$ cat src/mfcw_pkg.sv
// shared types and constants for the modular frame check word block
`default_nettype none

package mfcw_pkg;

   // divider step counter
   localparam int STEP_CNT_W = 5;
   localparam logic [STEP_CNT_W-1:0] LONG_LAST  = STEP_CNT_W'(23);
   localparam logic [STEP_CNT_W-1:0] SHORT_LAST = STEP_CNT_W'(7);

   // zero bytes folded in after the last byte of a frame
   localparam logic [1:0] TAIL_FOLDS = 2'd2;

   // controller states, one-hot
   typedef enum logic [3:0] {
      ST_IDLE = 4'b0001,
      ST_STEP = 4'b0010,
      ST_LOAD = 4'b0100,
      ST_FIN  = 4'b1000
   } state_type;

   // controller to datapath
   typedef struct packed {
      logic load;       // start a fold
      logic from_part;  // fold a zero byte into the partial remainder
      logic step;       // one restoring subtract step
      logic commit;     // store the partial remainder as the running remainder
      logic emit;       // load the result register and clear the remainder
   } cmd_type;

   // datapath to controller
   typedef struct packed {
      logic long_fold;  // source remainder not below the divisor: full 24 steps
      logic out_free;   // result register can take a new word
   } sts_type;

endpackage

`default_nettype wire

$ cat src/modular_frame_check_word.sv
// top level of the modular frame check word block
//
//  channel  ports                                   direction
//  req      req_valid req_ready req_data_byte req_last_byte   in
//  rsp      rsp_valid rsp_ready rsp_check_word      out
//  csr      csr_valid csr_ready csr_divisor         in
//
// a byte takes a short fold when the running remainder is below the divisor and a long
// one otherwise, run by the bit-serial restoring modulo unit (one subtract per cycle).
// a last byte adds two zero-byte folds (long ones with a zero divisor) before the check
// word is sent.
// one request is handled at a time; the result register lets the next request in
// while a check word waits. a full result register stalls only the next last byte.
// synchronous reset sets the divisor to 1 and clears the remainder.
`default_nettype none

module modular_frame_check_word (
   input  wire logic        clock,
   input  wire logic        reset,
   input  wire logic        req_valid,
   output logic             req_ready,
   input  wire logic [7:0]  req_data_byte,
   input  wire logic        req_last_byte,
   output logic             rsp_valid,
   input  wire logic        rsp_ready,
   output logic [15:0]      rsp_check_word,
   input  wire logic        csr_valid,
   output logic             csr_ready,
   input  wire logic [15:0] csr_divisor
);

   mfcw_pkg::cmd_type cmd;
   mfcw_pkg::sts_type sts;

   // register writes are always taken
   assign csr_ready = 1'b1;

   mfcw_ctrl u_ctrl (
      .clock         (clock),
      .reset         (reset),
      .req_valid     (req_valid),
      .req_ready     (req_ready),
      .req_last_byte (req_last_byte),
      .sts           (sts),
      .cmd           (cmd)
   );

   mfcw_dp u_dp (
      .clock          (clock),
      .reset          (reset),
      .csr_valid      (csr_valid),
      .csr_divisor    (csr_divisor),
      .req_data_byte  (req_data_byte),
      .cmd            (cmd),
      .sts            (sts),
      .rsp_valid      (rsp_valid),
      .rsp_ready      (rsp_ready),
      .rsp_check_word (rsp_check_word)
   );

endmodule

`default_nettype wire

$ cat src/mfcw_dp.sv
// datapath: divisor register, running remainder, bit-serial modulo unit, result register
`default_nettype none

module mfcw_dp (
   input  wire logic             clock,
   input  wire logic             reset,
   input  wire logic             csr_valid,
   input  wire logic [15:0]      csr_divisor,
   input  wire logic [7:0]       req_data_byte,
   input  wire mfcw_pkg::cmd_type cmd,
   output mfcw_pkg::sts_type     sts,
   output logic                  rsp_valid,
   input  wire logic             rsp_ready,
   output logic [15:0]           rsp_check_word
);

   logic [15:0] div_ff, div_in;
   logic [15:0] rem_ff, rem_in;
   logic [15:0] part_ff, part_in;
   logic [23:0] sh_ff, sh_in;
   logic        rsp_valid_ff, rsp_valid_in;
   logic [15:0] word_ff, word_in;

   logic [15:0] src_rem;
   logic [7:0]  src_byte;
   logic        long_fold;
   logic [16:0] trial;
   logic [16:0] trial_sub;
   logic        div_zero;
   logic [15:0] final_rem;
   logic [15:0] diff;

   // fold source: a request byte onto the running remainder, or a zero byte onto the partial
   always_comb begin
      src_rem   = cmd.from_part ? part_ff : rem_ff;
      src_byte  = cmd.from_part ? 8'h00 : req_data_byte;
      long_fold = (src_rem >= div_ff);
      div_zero  = (div_ff == 16'h0000);
      trial     = {part_ff, sh_ff[23]};
      trial_sub = trial - {1'b0, div_ff};
      final_rem = div_zero ? 16'h0000 : part_ff;
      diff      = (final_rem != 16'h0000) ? (div_ff - final_rem) : 16'h0000;
   end

   // next values
   always_comb begin
      div_in       = csr_valid ? csr_divisor : div_ff;
      rem_in       = rem_ff;
      part_in      = part_ff;
      sh_in        = sh_ff;
      rsp_valid_in = rsp_valid_ff & ~rsp_ready;
      word_in      = word_ff;

      if (cmd.load) begin
         if (long_fold) begin
            part_in = 16'h0000;
            sh_in   = {src_rem, src_byte};
         end else begin
            part_in = src_rem;
            sh_in   = {src_byte, 16'h0000};
         end
      end else if (cmd.step) begin
         part_in = (trial >= {1'b0, div_ff}) ? trial_sub[15:0] : trial[15:0];
         sh_in   = {sh_ff[22:0], 1'b0};
      end

      if (cmd.commit) begin
         rem_in = final_rem;
      end

      // byte-swapped check word
      if (cmd.emit) begin
         rem_in       = 16'h0000;
         rsp_valid_in = 1'b1;
         word_in      = {diff[7:0], diff[15:8]};
      end
   end

   // control registers
   always_ff @(posedge clock) begin
      if (reset) begin
         div_ff       <= 16'h0001;
         rem_ff       <= 16'h0000;
         rsp_valid_ff <= 1'b0;
      end else begin
         div_ff       <= div_in;
         rem_ff       <= rem_in;
         rsp_valid_ff <= rsp_valid_in;
      end
   end

   // payload registers
   always_ff @(posedge clock) begin
      part_ff <= part_in;
      sh_ff   <= sh_in;
      word_ff <= word_in;
   end

   always_comb begin
      sts.long_fold  = long_fold;
      sts.out_free   = ~rsp_valid_ff | rsp_ready;
      rsp_valid      = rsp_valid_ff;
      rsp_check_word = word_ff;
   end

endmodule

`default_nettype wire

$ cat src/mfcw_ctrl.sv
// controller: sequences the folds and subtract steps of one request
`default_nettype none

module mfcw_ctrl (
   input  wire logic             clock,
   input  wire logic             reset,
   input  wire logic             req_valid,
   output logic                  req_ready,
   input  wire logic             req_last_byte,
   input  wire mfcw_pkg::sts_type sts,
   output mfcw_pkg::cmd_type     cmd
);

   mfcw_pkg::state_type state_ff, state_in;
   logic [mfcw_pkg::STEP_CNT_W-1:0] cnt_ff, cnt_in;
   logic [1:0] folds_ff, folds_in;
   logic       last_ff, last_in;
   logic       accept;
   logic [mfcw_pkg::STEP_CNT_W-1:0] start_cnt;

   always_comb begin
      req_ready = (state_ff == mfcw_pkg::ST_IDLE);
      accept    = req_valid & req_ready;
      start_cnt = sts.long_fold ? mfcw_pkg::LONG_LAST : mfcw_pkg::SHORT_LAST;
   end

   // state machine
   always_comb begin
      state_in = state_ff;
      cnt_in   = cnt_ff;
      folds_in = folds_ff;
      last_in  = last_ff;
      cmd      = '0;

      case (state_ff)
         mfcw_pkg::ST_IDLE: begin
            if (accept) begin
               cmd.load = 1'b1;
               cnt_in   = start_cnt;
               last_in  = req_last_byte;
               folds_in = req_last_byte ? mfcw_pkg::TAIL_FOLDS : 2'd0;
               state_in = mfcw_pkg::ST_STEP;
            end
         end
         mfcw_pkg::ST_STEP: begin
            cmd.step = 1'b1;
            cnt_in   = cnt_ff - 1'b1;
            if (cnt_ff == '0) begin
               state_in = (folds_ff != 2'd0) ? mfcw_pkg::ST_LOAD : mfcw_pkg::ST_FIN;
            end
         end
         mfcw_pkg::ST_LOAD: begin
            cmd.load      = 1'b1;
            cmd.from_part = 1'b1;
            cnt_in        = start_cnt;
            folds_in      = folds_ff - 1'b1;
            state_in      = mfcw_pkg::ST_STEP;
         end
         mfcw_pkg::ST_FIN: begin
            // store the remainder, or wait for room and send the check word
            if (!last_ff) begin
               cmd.commit = 1'b1;
               state_in   = mfcw_pkg::ST_IDLE;
            end else if (sts.out_free) begin
               cmd.emit = 1'b1;
               state_in = mfcw_pkg::ST_IDLE;
            end
         end
         default: begin
            state_in = mfcw_pkg::ST_IDLE;
         end
      endcase
   end

   always_ff @(posedge clock) begin
      if (reset) begin
         state_ff <= mfcw_pkg::ST_IDLE;
         cnt_ff   <= '0;
         folds_ff <= 2'd0;
         last_ff  <= 1'b0;
      end else begin
         state_ff <= state_in;
         cnt_ff   <= cnt_in;
         folds_ff <= folds_in;
         last_ff  <= last_in;
      end
   end

endmodule

`default_nettype wire
$ cat config.mk
export PLATFORM = sky130hd
export DESIGN_NAME = modular_frame_check_word
export DESIGN_NICKNAME = d
export VERILOG_FILES = /design/src/mfcw_pkg.sv /design/src/modular_frame_check_word.sv /design/src/mfcw_dp.sv /design/src/mfcw_ctrl.sv
export SDC_FILE = /design/constraint.sdc
export NUM_CORES = 1
export LEC_CHECK = 0
export BUFFER_PORTS_ARGS = -buffer_cell sky130_fd_sc_hd__buf_2
export CORE_UTILIZATION = 60
export CTS_BUF_LIST = sky130_fd_sc_hd__clkbuf_2 sky130_fd_sc_hd__clkbuf_4 sky130_fd_sc_hd__clkbuf_8
export DETAILED_ROUTE_END_ITERATION = 12
export PLACE_DENSITY = 0.85
export SETUP_SLACK_MARGIN = 0.2
export SYNTH_ARGS = -nofsm -noshare
export SYNTH_HDL_FRONTEND = slang
export SYNTH_HIERARCHICAL = 1
export SYNTH_SLANG_ARGS = --single-unit
export TNS_END_PERCENT = 50
$ cat constraint.sdc
create_clock -name clock -period 5.6 [get_ports clock]
set_input_delay 0.84 -clock clock [delete_from_list [all_inputs] [get_ports clock]]
set_output_delay 0.84 -clock clock [all_outputs]
set_load 0.05 [all_outputs]
==> flow_summary_export.csv <==
group,metric,value,unit
status,outcome,"complete, no violations",
synth,synthDominantCellAreaShare,24.6,%
layout,drive_gt1_share,14.7,%
place,place_area,7080,µm²
grt,grt_pass1_vias,5433,
clock_tree,clock_sinks,101,
synth,synth_top_area_cell,"edfxtp_1",
synth,synth_ff_type,"edfxtp_1",
synth,synth.avg_cell_area,9.44,µm²
synth,ys_top_cells_by_count,"nand2_1 (62), a21oi_1 (56), edfxtp_1 (56)",
route,num_vias,5662,
clock_tree,cts-root-buf,"clkbuf_8",
route,detail_route.wl_per_cell,18.5,µm
sta,tns,0,ns
layout,syn2layout_area_growth,6.95,%
power,switchingPower,1.08,mW
grt,track_usage,29.5,%
worst_setup_path,crit_required,5.71,ns
clock_tree,path_clk_slew,0.09,ns
clock_tree,cts_buffers,9,
synth,ys_types,79,
synth,synth.most_common_cell,"nand2_1",
synth,syn-num-nets,805,
power,clkPwrFrac,18.9,%
synth,synth-seq-area-share,37.8,%
clock_tree,tritoncts,"built",
run,cap_violations,0,
grt,antenna_found_initial,0,
synth,async_reset_ff_share,0,%
clock_tree,postCtsSetupBuffers,0,
worst_setup_path,cp_max_fo,22,
power,ir_worst_vdd,0.265,mV
route,antenna_left,0,
worst_setup_path,worstPathArrival,4.52,ns
sta,clock_skew,0.0187,ns
sta,slew_headroom,32.9,%
route,maxUsedRoutingLayer,"met4",
route,via_per_inst,6.32,
layout,n_antenna_cell,0,
layout,layout.nets,833,
route,drc,0,
route,drt_iter0_markers,397,
route,first_pass_iters,5,
floorplanning,core_area,11000,µm²
place,portBuffers,47,
power,pwr-share-seq,37.8,%
worst_setup_path,critPathLaunchType,"flop",
synth,synthTopCellsByArea,"edfxtp_1 (25%), dfxtp_1 (13%), ha_1 (9.2%)",
worst_setup_path,cp-end-kind,"flop",
clock_tree,holdBufCountCts,0,
clock_tree,htreeDepth,3,
floorplanning,die_h,109,µm
power,power.leakage,3.04,nW
floorplanning,ios,49,
floorplanning,initial_core_util,62.2,%
synth,synth_edf_count,56,
route,met1_length,7.30,mm
route,met3_length,932,µm
sta,layout_worst_path_cycle_share,78.7,%
worst_setup_path,worstSetupPathType,"flop to flop",
grt,overflow,0,
synth,syn_inst,723,
grt,grt_pass1_wl,26.7,mm
floorplanning,floorplan.die_area,11800,µm²
layout,fin_area,7300,µm²
sta,worstMarginPinSlew,1.01,ns
route,drt_wl_total,16.5,mm
synth,ys_seq_elements,101,
clock_tree,clockBufferDepth,2,
power,power.internal,1.70,mW
place,place_congestion,0.917,
floorplanning,die_x,109,µm
sta,rsz0062_at_grt,"no",
sta,drv_slew,0,
sta,finalSetupViolCount,0,
place,hpwl,12.2,mm
min_path,hold_path.class,"flop to flop",
route,dr_wl_met2,7.85,mm
power,p_sw_share,39.0,%
clock_tree,insertion_delay,0.39,ns
clock_tree,post_cts_resized,0,
sta,max_freq,227,MHz
sta,finalHoldViolCount,0,
sta,min_period,4.41,ns
synth,synth_warnings,6,
grt,grt_max_degree,56,
power,power_density,381,nW/µm²
synth,synth_area,6830,µm²
floorplanning,num_rows,38,
power,p_comb_share,43.3,%
-- power groups by stage --
| stage | registers [mW] | logic [mW] | clock network, mW |
|---|---|---|---|
| 6_report | 1.05 | 1.21 | 0.526 |
| 5_1_grt | 1.06 | 1.33 | 0.567 |
| 4_1_cts | 1.04 | 1.18 | 0.535 |
| 3_5_place_dp | 1.06 | 1.17 | 0 |
| 3_3_place_gp | 1.05 | 1.11 | 0 |
| 2_1_floorplan | 1.01 | 0.964 | 0 |
-- stage by stage --
step                utilization (%)  hold WS (ns)  cells  power, mW  setup WS (ns)
global placement               64.4         0.440    880       2.17           1.46
global route                   66.5         0.490    896       2.95          0.967
finish                         66.5         0.466    896       2.78           1.19
floorplan                         -         0.432    723       1.97           1.88
detailed placement             64.4         0.452    880       2.23           1.31
CTS                            66.5         0.466    896       2.76           1.27
-- layout make-up --
class | count | area [µm²]
well taps | 140 | 175
inverters | 38 | 148
clock buffers | 11 | 139
flip-flops and latches | 101 | 2580
clock inverters | 5 | 85.1
multi-input cells | 547 | 3880
fillers | 873 | 3680
repair buffers | 54 | 288
-- flip-flops by register name, summed over array words and instances, names as in the netlist --
signal,cells
u_dp/rsp_valid,1
u_ctrl/folds_ff,2
u_dp/rem_ff,16
u_dp/div_ff,16
u_ctrl/last_ff,1
u_ctrl/cnt_ff,5
u_dp/part_ff,16
u_ctrl/state_ff,4
u_dp/sh_ff,24
u_dp/rsp_check_word,16
-- cells by family after synthesis --
family                     after synthesis  synth area share, %
muxes                                   51                 7.77
adders and majority gates               52                 9.75
AOI/OAI and AO/OA                      173                 17.3
buffers and inverters                   75                 5.46
and+or+nand+nor                        250                 19.3
DFF                                    101                 37.8
xor gates and xnor gates                20                 2.57
other                                    1               0.0549
-- cells in the final DEF, fill, tap and decap left out, types with 3 or more instances in the layout --
cell and count:
a21oi_1 56, nor3_1 13, inv_1 36, nor2_1 51, o21ai_0 24, and3_1 6
mux2_2 16, a221oi_1 3, o22ai_1 3, o2bb2ai_1 18, a211oi_1 4, nor2b_1 16
nand4_1 8, buf_2 47, xor2_1 6, a31oi_1 4, nor4_1 10, o211ai_1 8
and2_1 6, nand3b_1 3, nand3_1 31, edfxtp_1 56, dfxtp_1 45, nand2_1 62
ha_1 50, a21o_1 11, nand2b_1 23, o21a_1 8, xnor2_1 14, a211o_1 4
clkbuf_8 9, buf_4 7, mux2i_1 35
-- final timing paths --
check,start,end,slack (ns),cells past startpoint
max reg2reg,u_ctrl/state_ff[2],u_dp/sh_ff[20],1.19,11
max,u_ctrl/state_ff[2],u_dp/sh_ff[20],1.19,11
min reg2reg,u_ctrl/folds_ff[0],u_ctrl/folds_ff[0],0.47,2
min,u_ctrl/folds_ff[0],u_ctrl/folds_ff[0],0.47,2
-- metal layers --
metal,up-vias,GRT usage [%]
li1,2702,-
met3,44,5.02
met5,-,0
met1,2707,38.3
met2,209,48.4
met4,0,13.0
-- critical path, cell delays in order (launching register included) --
cell and delay [ns]:
dfxtp_1 0.55, nor4b_4 0.84, buf_4 0.30, mux2_2 0.38, ha_1 0.20, a21o_1 0.18, a211o_1 0.29, a21oi_1 0.16
a21boi_2 0.52, buf_4 0.39, mux2i_1 0.23, a21oi_1 0.09
Power figures use the tool's default switching activity.
